## src/rtl/pdmt_pkg.sv

```systemverilog
// ============================================================================
// pdmt_pkg: shared types and constants of the packed dna mismatch tokenizer
// Widths of the item and result fields, fold masks, controller state codes
// and the command and status bundles between controller and datapath.
// ============================================================================
package pdmt_pkg;

    // fixed field widths
    localparam int BASES   = 16;
    localparam int BASE_W  = 2;
    localparam int WORD_W  = BASES * BASE_W;
    localparam int QUAL_W  = 8;
    localparam int QHALF_W = (BASES / 2) * QUAL_W;
    localparam int LEN_W   = 11;
    localparam int RUN_W   = 11;
    localparam int GIVEN_W = 7;
    localparam int QSUM_W  = 18;
    localparam int IDX_W   = $clog2(BASES);
    localparam int DCNT_W  = $clog2(QSUM_W + 1);

    // masks that fold each two-bit base difference onto its upper bit
    localparam logic [WORD_W-1:0] ODD_MASK  = 32'hAAAA_AAAA;
    localparam logic [WORD_W-1:0] EVEN_MASK = 32'h5555_5555;

    localparam logic [QSUM_W-1:0] QSUM_MAX = '1;
    localparam logic [QUAL_W-1:0] AVG_MAX  = '1;

    // controller states
    typedef enum logic [3:0] {
        S_IDLE = 4'b0001,
        S_SCAN = 4'b0010,
        S_DIV  = 4'b0100,
        S_END  = 4'b1000
    } t_state;

    // controller to datapath
    typedef struct packed {
        logic load;
        logic emit_tok;
        logic div_start;
        logic div_step;
        logic emit_end;
    } t_cmd;

    // datapath to controller
    typedef struct packed {
        logic flags_any;
        logic fin;
        logic div_done;
        logic out_free;
    } t_sts;

    // one result beat
    typedef struct packed {
        logic [RUN_W-1:0]  run_length;
        logic [BASE_W-1:0] ref_base;
        logic              is_end_token;
        logic [QUAL_W-1:0] avg_quality;
        logic              last;
    } t_result;

endpackage

```

## src/rtl/pdmt_ctrl.sv

```systemverilog
// ============================================================================
// pdmt_ctrl: controller of the packed dna mismatch tokenizer
// Sequences word load, mismatch scan, average division and end token.
// ============================================================================
module pdmt_ctrl import pdmt_pkg::*; (
    input  logic i_clk,
    input  logic i_rst_n,
    input  logic i_in_valid,
    output logic o_in_ready,
    input  t_sts i_sts,
    output t_cmd o_cmd
);

    t_state r_state, n_state;

    // state register
    always_ff @(posedge i_clk) begin
        if (!i_rst_n) begin
            r_state <= S_IDLE;
        end else begin
            r_state <= n_state;
        end
    end

    // next state and commands
    always_comb begin
        n_state    = r_state;
        o_cmd      = '0;
        o_in_ready = (r_state == S_IDLE);
        unique case (r_state)
            S_IDLE: begin
                if (i_in_valid) begin
                    o_cmd.load = 1'b1;
                    n_state    = S_SCAN;
                end
            end
            S_SCAN: begin
                if (i_sts.flags_any) begin
                    o_cmd.emit_tok = i_sts.out_free;
                end else if (i_sts.fin) begin
                    o_cmd.div_start = 1'b1;
                    n_state         = S_DIV;
                end else begin
                    n_state = S_IDLE;
                end
            end
            S_DIV: begin
                if (i_sts.div_done) begin
                    n_state = S_END;
                end else begin
                    o_cmd.div_step = 1'b1;
                end
            end
            S_END: begin
                if (i_sts.out_free) begin
                    o_cmd.emit_end = 1'b1;
                    n_state        = S_IDLE;
                end
            end
            default: begin
                n_state = S_IDLE;
            end
        endcase
    end

    // an accepted beat always starts a scan
    a_load_scan: assert property (@(posedge i_clk) disable iff (!i_rst_n)
        (i_in_valid && o_in_ready) |=> (r_state == S_SCAN))
        else $error("accepted beat did not start a scan");

    // results are only written into a free output register
    a_emit_free: assert property (@(posedge i_clk) disable iff (!i_rst_n)
        (o_cmd.emit_tok || o_cmd.emit_end) |-> i_sts.out_free)
        else $error("result emitted into a busy output register");

    // division keeps running until done
    a_div_hold: assert property (@(posedge i_clk) disable iff (!i_rst_n)
        (r_state == S_DIV && !i_sts.div_done) |=> (r_state == S_DIV))
        else $error("division left early");

endmodule

```

## config.mk

```make
export PLATFORM = sky130hd
export DESIGN_NAME = pdmt_ctrl
export DESIGN_NICKNAME = d
export VERILOG_FILES = /design/src/rtl/pdmt_pkg.sv /design/src/rtl/pdmt_ctrl.sv
export SDC_FILE = /design/constraint.sdc
export NUM_CORES = 1
export LEC_CHECK = 0
export ABC_AREA = 0
export BUFFER_PORTS_ARGS = -buffer_cell sky130_fd_sc_hd__buf_2
export CELL_PAD_IN_SITES_DETAIL_PLACEMENT = 1
export CELL_PAD_IN_SITES_GLOBAL_PLACEMENT = 2
export CORE_UTILIZATION = 24
export DETAILED_ROUTE_END_ITERATION = 6
export PLACE_DENSITY = 0.82
export RECOVER_POWER = 100
export SKIP_CTS_REPAIR_TIMING = 1
export SYNTH_ARGS = -nofsm -noshare
export SYNTH_HDL_FRONTEND = slang
export SYNTH_SLANG_ARGS = --single-unit
```

## constraint.sdc

```tcl
create_clock -name i_clk -period 1.5 [get_ports i_clk]
set_clock_uncertainty 0.2 [all_clocks]
set_input_delay 0.3 -clock i_clk [delete_from_list [all_inputs] [get_ports i_clk]]
set_output_delay 0.3 -clock i_clk [all_outputs]
set_load 0.05 [all_outputs]
```

==> out/qor.yml <==
status: "complete, but fails checks"
violations: "setup timing"
p_per_area_nw_per_um2: 702.2
critPathMaxFanout: 6
antenna_found_initial: 0
ioPinCount: 13
end_kind: "primary output"
synth_top_area_cell: "dfxtp_1"
crit_type: "reg2out"
die_h_um: 39.93
syn_inst: 41
leakage_nw: 0.2593
core_area_um2: 1318
die_w_um: 39.93
antenna_left: 0
synth-edff-count: 0
relSlewSlack: 0.8110
synth_fp_nets: 48
syn2layout_area_growth_pct: 78.99
rsz0062_at_grt: "yes"
synth_cell_types: 24
finalWorstSetupSlack_ps: -253.1
drtIter0Drc: 3
dp_hpwl_um: 754.5
grt_pass1_vias: 395
design_area_um2: 618.1
largest_reg_flops: 4
synth-seq-cells: 4
track_usage: 0.1630
place_area_um2: 488.0
start_util: 0.2621
cts_root_buf: "clkbuf_4"
firstDrtPassIters: 2
ys_async_sr_fraction: 0
final_core_util: 0.4691
netlist_top_cells_area: "dfxtp_1 23%, buf_6 9.8%, nor4b_2 8.7%, nor3b_1 6.5%, and3_1 5.4%"
clkLatencyLatePin_ps: 240
synth_top_area_frac: 0.2319
globalRouteOverflowTotal: 0
synth_area_um2: 345.3
clock.fmax_ghz: 0.5704
route.detailed.drc: 0
cts_buffer_depth: 2
cts_sinks: 4
min_period_ps: 1753
slowest_stage: "dfxtp_4"
largest_registers: "r_state x4"
cts_max_level: 1
num-fill-cells: 154
cts_tree: "done"
routed_wl_um: 1054
place_congestion: 0.7598
cp_slowest_stage_delay_ps: 370
die_area_um2: 1594
viasPerCell: 4.935
nNetsFinal: 71
drive_gt1_frac: 0.6935
ir_drop_uv: 600.3
cp_cell_sequence: "nor4_1 > and2_2 > buf_6"
hold_class: "in2reg"
worst_pin_slew_ps: 283.1
grt_pass1_wl_um: 1669
clk_pin_slew_worst_paths_ps: 40
min_period_over_period: 1.169
cap_violations: 0
route.vias.total: 380
port_buffers: 12
report.final.slew_viol_count: 0
finalHoldViolCount: 0
syn_area_per_cell_um2: 8.423
num_rows: 13
yosysWarnings: 0
cp_top_family: "simple AND/OR/NAND/NOR gates"
ys_seq_area_frac: 0.2319
critPathRequiredTime_ps: 1000
synth_most_common_cell: "dfxtp_1"
synthFlopType: "dfxtp_1"
crit_arrival_ps: 1250
critPathBufInv: 1
final.setup.tns_ps: -1412
worstSetupStartpointType: "register"
pre_cts_ws_ps: -186.3
wl_per_cell_um: 13.69
total_power_uw: 434.0
grt_max_degree: 9
regMostFlops: "r_state"
setup_viol_count_final: 7
diodes: 0
cts_buffers: 3
-- logic make-up after synthesis --
logic type,synth area share
AO/OA/AOI/OAI,0.1739
AND/OR/NAND/NOR,0.4638
buffers and inverters,0.1304
flip-flops,0.2319
-- layout by cell type, fill, tap and decap left out, drive strengths merged, types with 2 or more instances in the layout --
cell / Yosys / final
nor4: 2 / 2
dfxtp: 4 / 4
buf: 3 / 21
clkbuf: 0 / 3
inv: 3 / 2
nor3b: 4 / 4
and3: 3 / 3
and3b: 2 / 2
nand2: 2 / 2
nor4b: 2 / 2
o21ai: 3 / 3
nor2: 3 / 3
-- metrics by stage --
| step | hold WS (ps) | std cells |
|---|---|---|
| after floorplan | 217.7 | 41 |
| after global placement | 292.1 | 73 |
| after detailed placement | 302.3 | 73 |
| after CTS | 74.04 | 76 |
| after global routing | 82.14 | 77 |
| final | 75.15 | 77 |
-- layer usage --
metal / global-route usage / vias up / part of all wire
met3: 0.03333 / 2 / 0.020
met1: 0.2054 / 178 / 0.47
li1: - / 193 / -
met2: 0.2500 / 7 / 0.48
met4: 0.1034 / 0 / 0.026
met5: 0 / - / 0
-- worst reg2reg max path, cell delays in order (launching register included) --
cell	delay, ps
dfxtp_4	360
buf_4	140
buf_6	120
and2b_2	210
o311ai_2	90
a311o_1	360
-- path summary, 6_finish.rpt --
path | slack [ps] | to | cells past startpoint | from
min reg2reg | 300 | r_state[3] | 1 | r_state[0]
max | -250 | o_cmd[1] | 3 | r_state[0]
min | 80 | r_state[2] | 2 | i_rst_n
max reg2reg | -100 | r_state[0] | 5 | r_state[1]
-- area by class of cell --
type	count	area, um^2	area share
timing repair buffer	21	183.9	0.2976
multi-input combinational	31	280.3	0.4534
clock buffer	3	22.52	0.03644
inverter	3	17.52	0.02834
tap	15	18.77	0.03036
sequential	4	95.09	0.1538
-- report_power, final --
group / internal (mW) / switching, mW / total [mW] / leakage (nW)
combinational: 0.0877 / 0.0843 / 0.172 / 0.210
clock: 0.0896 / 0.0469 / 0.137 / 0.0138
sequential: 0.110 / 0.0153 / 0.125 / 0.0351
Power figures use the tool's default switching activity.
