File: config.mk
export PLATFORM = sky130hd
export DESIGN_NAME = pdmt_dp
export DESIGN_NICKNAME = d
export VERILOG_FILES = /design/src/rtl/pdmt_pkg.sv /design/src/rtl/pdmt_dp.sv
export SDC_FILE = /design/constraint.sdc
export NUM_CORES = 1
export LEC_CHECK = 0
export ABC_AREA = 1
export BUFFER_PORTS_ARGS = -buffer_cell sky130_fd_sc_hd__buf_2
export CORE_MARGIN = 4
export CORE_UTILIZATION = 58
export CTS_BUF_LIST = sky130_fd_sc_hd__clkbuf_4
export DETAILED_ROUTE_END_ITERATION = 6
export PLACE_DENSITY = 0.82
export SETUP_SLACK_MARGIN = 0.15
export SYNTH_ARGS = -nofsm -noshare
export SYNTH_HDL_FRONTEND = slang
export SYNTH_SLANG_ARGS = --single-unit
File: constraint.sdc
create_clock -name i_clk -period 4.94 [get_ports i_clk]
set_input_delay 0.494 -clock i_clk [delete_from_list [all_inputs] [get_ports i_clk]]
set_output_delay 0.494 -clock i_clk [all_outputs]
set_load 0.01 [all_outputs]
File: src/rtl/pdmt_pkg.sv
// ============================================================================
// pdmt_pkg: shared types and constants of the packed dna mismatch tokenizer
// Widths of the item and result fields, fold masks, controller state codes
// and the command and status bundles between controller and datapath.
// ============================================================================
package pdmt_pkg;

    // fixed field widths
    localparam int BASES   = 16;
    localparam int BASE_W  = 2;
    localparam int WORD_W  = BASES * BASE_W;
    localparam int QUAL_W  = 8;
    localparam int QHALF_W = (BASES / 2) * QUAL_W;
    localparam int LEN_W   = 11;
    localparam int RUN_W   = 11;
    localparam int GIVEN_W = 7;
    localparam int QSUM_W  = 18;
    localparam int IDX_W   = $clog2(BASES);
    localparam int DCNT_W  = $clog2(QSUM_W + 1);

    // masks that fold each two-bit base difference onto its upper bit
    localparam logic [WORD_W-1:0] ODD_MASK  = 32'hAAAA_AAAA;
    localparam logic [WORD_W-1:0] EVEN_MASK = 32'h5555_5555;

    localparam logic [QSUM_W-1:0] QSUM_MAX = '1;
    localparam logic [QUAL_W-1:0] AVG_MAX  = '1;

    // controller states
    typedef enum logic [3:0] {
        S_IDLE = 4'b0001,
        S_SCAN = 4'b0010,
        S_DIV  = 4'b0100,
        S_END  = 4'b1000
    } t_state;

    // controller to datapath
    typedef struct packed {
        logic load;
        logic emit_tok;
        logic div_start;
        logic div_step;
        logic emit_end;
    } t_cmd;

    // datapath to controller
    typedef struct packed {
        logic flags_any;
        logic fin;
        logic div_done;
        logic out_free;
    } t_sts;

    // one result beat
    typedef struct packed {
        logic [RUN_W-1:0]  run_length;
        logic [BASE_W-1:0] ref_base;
        logic              is_end_token;
        logic [QUAL_W-1:0] avg_quality;
        logic              last;
    } t_result;

endpackage

File: src/rtl/pdmt_dp.sv
// ============================================================================
// pdmt_dp: datapath of the packed dna mismatch tokenizer
// Mismatch flags, per-read run and quality state, bit-serial divider and
// the output register.
// ============================================================================
module pdmt_dp import pdmt_pkg::*; #(
    parameter int MAX_READ = 1024
) (
    input  logic               i_clk,
    input  logic               i_rst_n,
    input  t_cmd               i_cmd,
    output t_sts               o_sts,
    input  logic [WORD_W-1:0]  i_query_bases,
    input  logic [WORD_W-1:0]  i_target_bases,
    input  logic [QHALF_W-1:0] i_quals_first_half,
    input  logic [QHALF_W-1:0] i_quals_second_half,
    input  logic [LEN_W-1:0]   i_read_length,
    input  logic [GIVEN_W-1:0] i_given_mismatches,
    input  logic               i_final_word,
    output logic               o_out_valid,
    input  logic               i_out_ready,
    output t_result            o_out
);

    localparam int MAXW = MAX_READ / BASES;
    localparam int WCW  = $clog2(MAXW + 1);
    localparam int PW   = $clog2(MAX_READ + 1);
    localparam int CW   = (PW > LEN_W) ? PW : LEN_W;

    // per-read state
    logic [WCW-1:0]      r_wcnt, n_wcnt;
    logic [RUN_W-1:0]    r_prev, n_prev;
    logic [QSUM_W-1:0]   r_qsum, n_qsum;
    // current word
    logic [BASES-1:0]    r_flags, n_flags;
    logic [WORD_W-1:0]   r_tgt;
    logic [2*QHALF_W-1:0] r_qual;
    logic [RUN_W-1:0]    r_base;
    logic [RUN_W-1:0]    r_len;
    logic [GIVEN_W-1:0]  r_given;
    logic                r_fin;
    // divider
    logic [QSUM_W-1:0]   r_dvd, n_dvd;
    logic [GIVEN_W-1:0]  r_rem, n_rem;
    logic [DCNT_W-1:0]   r_dcnt, n_dcnt;
    // output register
    logic                r_out_valid, n_out_valid;
    t_result             r_out, n_out;

    logic [WORD_W-1:0]   w_diff, w_fold;
    logic [BASES-1:0]    w_mm, w_inlen, w_load_flags;
    logic [CW-1:0]       w_len_ext, w_len_c, w_base_ext;
    logic                w_live;
    logic [IDX_W-1:0]    w_sel;
    logic [BASES-1:0]    w_flags_rest;
    logic [RUN_W-1:0]    w_pos;
    logic [WORD_W-1:0]   w_tgt_sh;
    logic [2*QHALF_W-1:0] w_qual_sh;
    logic [QSUM_W:0]     w_qsum_add;
    logic [GIVEN_W:0]    w_trial;
    logic                w_ge;
    logic [QUAL_W-1:0]   w_avg;
    logic                w_out_free;

    // fold base differences to one flag per base, base 0 at index 0
    always_comb begin
        w_diff = i_query_bases ^ i_target_bases;
        w_fold = (w_diff & ODD_MASK) | ((w_diff & EVEN_MASK) << 1);
        for (int k = 0; k < BASES; k++) begin
            w_mm[k] = w_fold[WORD_W-1-2*k];
        end
    end

    // bases inside the read
    always_comb begin
        w_len_ext  = CW'(i_read_length);
        w_len_c    = (w_len_ext > CW'(MAX_READ)) ? CW'(MAX_READ) : w_len_ext;
        w_base_ext = CW'({r_wcnt, {IDX_W{1'b0}}});
        for (int k = 0; k < BASES; k++) begin
            w_inlen[k] = (w_base_ext + CW'(k)) < w_len_c;
        end
        w_live       = (i_given_mismatches != '0) && (r_wcnt < WCW'(MAXW));
        w_load_flags = w_live ? (w_mm & w_inlen) : '0;
    end

    // first pending mismatch
    always_comb begin
        w_sel = '0;
        for (int k = BASES - 1; k >= 0; k--) begin
            if (r_flags[k]) begin
                w_sel = IDX_W'(k);
            end
        end
        w_flags_rest        = r_flags;
        w_flags_rest[w_sel] = 1'b0;
        w_pos      = r_base + RUN_W'(w_sel);
        w_tgt_sh   = r_tgt << {w_sel, 1'b0};
        w_qual_sh  = r_qual >> {w_sel, 3'b000};
        w_qsum_add = {1'b0, r_qsum} + (QSUM_W+1)'(w_qual_sh[QUAL_W-1:0]);
    end

    // one restoring division step
    always_comb begin
        w_trial = {r_rem, r_dvd[QSUM_W-1]};
        w_ge    = w_trial >= {1'b0, r_given};
        if (r_given == '0) begin
            w_avg = '0;
        end else if (r_dvd > QSUM_W'(AVG_MAX)) begin
            w_avg = AVG_MAX;
        end else begin
            w_avg = r_dvd[QUAL_W-1:0];
        end
    end

    assign w_out_free = !r_out_valid || i_out_ready;

    // next state
    always_comb begin
        n_wcnt      = r_wcnt;
        n_prev      = r_prev;
        n_qsum      = r_qsum;
        n_flags     = r_flags;
        n_dvd       = r_dvd;
        n_rem       = r_rem;
        n_dcnt      = r_dcnt;
        n_out_valid = r_out_valid && !i_out_ready;
        n_out       = r_out;

        if (i_cmd.load) begin
            n_flags = w_load_flags;
            if (r_wcnt < WCW'(MAXW)) begin
                n_wcnt = r_wcnt + 1'b1;
            end
        end

        // mismatch token
        if (i_cmd.emit_tok) begin
            n_flags                = w_flags_rest;
            n_prev                 = w_pos;
            n_qsum                 = w_qsum_add[QSUM_W] ? QSUM_MAX
                                                        : w_qsum_add[QSUM_W-1:0];
            n_out_valid            = 1'b1;
            n_out.run_length       = w_pos - r_prev - 1'b1;
            n_out.ref_base         = w_tgt_sh[WORD_W-1 -: BASE_W];
            n_out.is_end_token     = 1'b0;
            n_out.avg_quality      = '0;
            n_out.last             = !r_fin && (w_flags_rest == '0);
        end

        // divider
        if (i_cmd.div_start) begin
            n_dvd  = r_qsum;
            n_rem  = '0;
            n_dcnt = DCNT_W'(QSUM_W);
        end
        if (i_cmd.div_step) begin
            n_rem  = w_ge ? GIVEN_W'(w_trial - {1'b0, r_given})
                          : GIVEN_W'(w_trial);
            n_dvd  = {r_dvd[QSUM_W-2:0], w_ge};
            n_dcnt = r_dcnt - 1'b1;
        end

        // end token and read restart
        if (i_cmd.emit_end) begin
            n_out_valid        = 1'b1;
            n_out.run_length   = (r_given != '0) ? (r_len - r_prev - 1'b1) : r_len;
            n_out.ref_base     = '0;
            n_out.is_end_token = 1'b1;
            n_out.avg_quality  = w_avg;
            n_out.last         = 1'b1;
            n_wcnt             = '0;
            n_prev             = '1;
            n_qsum             = '0;
        end
    end

    // control registers
    always_ff @(posedge i_clk) begin
        if (!i_rst_n) begin
            r_wcnt      <= '0;
            r_prev      <= '1;
            r_qsum      <= '0;
            r_flags     <= '0;
            r_dcnt      <= '0;
            r_out_valid <= 1'b0;
        end else begin
            r_wcnt      <= n_wcnt;
            r_prev      <= n_prev;
            r_qsum      <= n_qsum;
            r_flags     <= n_flags;
            r_dcnt      <= n_dcnt;
            r_out_valid <= n_out_valid;
        end
    end

    // payload registers
    always_ff @(posedge i_clk) begin
        r_dvd <= n_dvd;
        r_rem <= n_rem;
        r_out <= n_out;
        if (i_cmd.load) begin
            r_tgt   <= i_target_bases;
            r_qual  <= {i_quals_second_half, i_quals_first_half};
            r_base  <= RUN_W'(w_base_ext);
            r_len   <= RUN_W'(w_len_c);
            r_given <= i_given_mismatches;
            r_fin   <= i_final_word;
        end
    end

    assign o_sts.flags_any = (r_flags != '0);
    assign o_sts.fin       = r_fin;
    assign o_sts.div_done  = (r_dcnt == '0);
    assign o_sts.out_free  = w_out_free;
    assign o_out_valid     = r_out_valid;
    assign o_out           = r_out;

    // word count saturates at the words of the longest read
    a_wcnt_max: assert property (@(posedge i_clk) disable iff (!i_rst_n)
        r_wcnt <= WCW'(MAXW))
        else $error("word count past read limit");

    // end token restarts the read state
    a_end_clear: assert property (@(posedge i_clk) disable iff (!i_rst_n)
        i_cmd.emit_end |=> (r_qsum == '0 && r_wcnt == '0 && r_prev == '1))
        else $error("read state not cleared after end token");

    // a mismatch token always lands in the output register
    a_tok_out: assert property (@(posedge i_clk) disable iff (!i_rst_n)
        i_cmd.emit_tok |=> (r_out_valid && !r_out.is_end_token))
        else $error("mismatch token lost");

endmodule

==> flow_summary.ini <==
[setup_path]
r2r_end = r_qsum[17]
cp.required_ns = 5.57
cpMaxStageDelayCell = fa_1
reg2reg_slack_ns = 0.41
arrival_ns = 5.15
cp_common_cell = nand2_1
r2r_start = r_flags[15]
slowest_delay_ns = 0.44
crit_type = flop to flop
critPathLaunchType = flop
r2r_cells = 37
critPathCaptureType = flop
cp_max_fo = 24

[drt]
wire_per_inst_um = 21.0
via_count = 13465
drc = 0
drt-initial-drc-count = 1696
viasPerCell = 5.77
finalWirelength_um = 49000
drt_pass1_iterations = 6
ant_nets = 0

[cells_and_area]
multiInputGateArea_um2 = 5140
seqCellArea_um2 = 8150
final_cell_mix = 287 x nand2_1, 245 x buf_2, 230 x edfxtp_1
syn2layout_area_growth_pct = 29.1
fin_cells = 2334
final_common_cell = nand2_1
nNetsFinal = 2219
drive_gt1_share_pct = 21.5
fillers = 1535

[timing]
skew_ns = 0.0977
slew_headroom_pct = 19.1
hold_violations = 1
rsz0062_at_grt = no
setup_violations = 0
fmax_mhz = 221
tightest_slew_ns = 1.20
maxSlewViolCount = 0
fin_crit_sh_pct = 91.7
timing.final.ws_setup_ns = 0.412
layout_min_cycle_time_ns = 4.53
hold_slack_ns = -0.0000708
tns_ns = 0

[yosys]
ys_seq_area_share_pct = 57.1
async_flop_share_pct = 0
synth_nets = 1761
avgSynthCellArea_um2 = 9.56
synth-warning-count = 0
synth_seq_cells = 292
synth_cell_type_count = 52
synth_area_um2 = 14300
syn_inst = 1492
synth_edf_count = 230
synthFlopType = edfxtp_1

[worst_hold_path]
hold_class = input port to flop
min_to = r_qual[16]
hold_path_depth = 1
worstHoldStart = i_quals_first_half[16]

[grt]
antenna_found_initial = 5
grt_usage_pct = 35.0
overflow = 0
grt_pass1_vias = 13217
grt_pass1_wl_um = 72000
grt_start_max_net_pins = 81

[placed_design]
dp.cells = 2031
hpwl_um = 27100
portBuffers = 246
gpl.final_weighted_congestion = 0.931
place_ws_ns = 0.377

[run]
cap_violations = 0

[cts]
clk_path_buf_depth = 3
tritoncts = done
numCtsBuffers = 72
h-tree-depth = 3
clock_latency_ns = 0.78
path_clk_slew_ns = 0.07
cts-root-buf = clkbuf_4
cts_sinks = 292

[die]
fp.dieH_um = 165
die_area_um2 = 27200
start_util_pct = 58.8
die_w_um = 165
ios = 247
core_um2 = 24200
fp-row-count = 57

[outcome]
outcome = complete, but fails checks
failed_checks = negative hold slack

[power_and_ir_drop]
peakVddDrop_mv = 0.283
p_leak_nw = 8.26
power_density_nw_per_um2 = 382
[how the worst max path moves through the flow]
stage / depth (start not counted) / endpoint / from / slack, ns
finish: 37 / r_qsum[17] / r_flags[15] / 0.41
global route: 37 / r_qsum[1] / r_flags[15] / 0.07
CTS: 37 / r_qsum[16] / r_flags[15] / 0.33
detailed placement: 37 / r_qsum[16] / r_flags[15] / 0.38
global placement: 39 / r_qsum[9] / r_flags[14] / 0.59
floorplan: 39 / r_qsum[16] / r_flags[14] / 1.10
[synth_stat cells (2+ instances only)]
library cell / count / area [um2]
ha_1: 46 / 576
buf_6: 7 / 78.8
a31oi_1: 9 / 56.3
fa_1: 4 / 80.1
clkbuf_1: 27 / 101
xnor2_1: 17 / 149
nor2_1: 145 / 544
nand2_1: 288 / 1080
o211ai_1: 7 / 52.6
a21oi_1: 65 / 325
o22ai_1: 36 / 225
buf_2: 8 / 40.0
nor2_2: 2 / 12.5
o21ai_1: 27 / 135
a21boi_0: 2 / 15.0
nand4_1: 28 / 175
nand3b_1: 5 / 37.5
edfxtp_1: 230 / 6910
or2_2: 12 / 75.1
a221oi_1: 6 / 52.6
o2111ai_1: 2 / 17.5
dfxtp_1: 62 / 1240
nor4_1: 5 / 31.3
nand3_1: 54 / 270
clkinv_1: 4 / 15.0
nor3_1: 16 / 80.1
buf_4: 3 / 22.5
a21oi_4: 2 / 32.5
or2_1: 3 / 18.8
nand2_4: 4 / 45.0
a211oi_1: 5 / 37.5
xor2_1: 25 / 219
o21ai_0: 109 / 546
inv_2: 9 / 33.8
inv_1: 193 / 724
o221ai_1: 5 / 43.8
and3_1: 3 / 18.8
a22oi_1: 3 / 22.5
[per-layer routing]
| layer | part of all wire [%] | vias to the layer above | routed length (um) | global-route usage (%) |
|---|---|---|---|---|
| li1 | - | 6053 | - | - |
| met1 | 34 | 6046 | 16700 | 40.7 |
| met2 | 47 | 1086 | 23000 | 57.8 |
| met3 | 12 | 280 | 5640 | 8.51 |
| met4 | 7.5 | 0 | 3670 | 22.9 |
| met5 | 0 | - | 0 | 0 |
[per-stage QoR]
step / utilization (%) / total power (W) / cell area, um2
5_1_grt: 75.9 / 0.00736 / 18400
4_1_cts: 75.3 / 0.00673 / 18200
3_5_place_dp: 65.0 / 0.00462 / 15800
6_report: 75.9 / 0.00704 / 18400
3_3_place_gp: 65.0 / 0.00456 / 15800
2_1_floorplan: - / 0.00412 / 14300
[repair_timing]
action,4_1_cts,5_1_grt
gates resized for setup,0,12
endpoints found under the hold margin,155,0
buffers inserted,0,12
hold buffers,155,0
setup endpoints to repair,0,18
[cells by family (layout without fill, tap and decap cells)]
family / Yosys count / after routing / share of synthesized area [%]
DFF: 292 / 292 / 57.1
other: 0 / 5 / 0
adders and majority gates: 50 / 50 / 4.60
and+or+nand+nor: 572 / 573 / 17.3
AOI/OAI and AO/OA: 283 / 284 / 11.2
xor gates and xnor gates: 42 / 42 / 2.58
buffers and inverters: 253 / 764 / 7.19
[cell type report]
| cell class | count | share of cell area [%] |
|---|---|---|
| multi-input combinational | 949 | 27.9 |
| clock inverter | 19 | 0.557 |
| clock buffer | 110 | 4.48 |
| inverter | 207 | 4.26 |
| timing repair buffer | 428 | 16.3 |
| antenna | 5 | 0.0679 |
| tap | 324 | 2.20 |
| sequential | 292 | 44.2 |
[power by group]
part	leakage (nW)	total [W]	internal, W	switching (W)
Combinational	4.90	0.00185	0.000679	0.00117
Clock	0.553	0.00215	0.00103	0.00112
Sequential	2.80	0.00304	0.00291	0.000130
Total	8.26	0.00704	0.00462	0.00242
[registers in the layout, indices dropped and copies added (netlist names)]
| name | cells |
|---|---|
| r_qual | 128 |
| r_tgt | 32 |
| o_out | 23 |
| r_dvd | 18 |
| r_qsum | 18 |
| r_flags | 16 |
| r_len | 11 |
| r_prev | 11 |
| r_base | 7 |
| r_given | 7 |
| r_rem | 7 |
| r_wcnt | 7 |
| r_dcnt | 5 |
| o_out_valid | 1 |
| r_fin | 1 |
[critical path: cells and delay by family (launching register included)]
kind                     cells  cell delay [ns]
AND/OR/NAND/NOR             29             2.57
AO/OA/AOI/OAI                2             0.27
adder cells (fa/ha/maj)      1             0.44
flip-flops                   1             0.39
buffers and inverters        5             0.72
No activity file was read; power rests on OpenSTA's default activity.
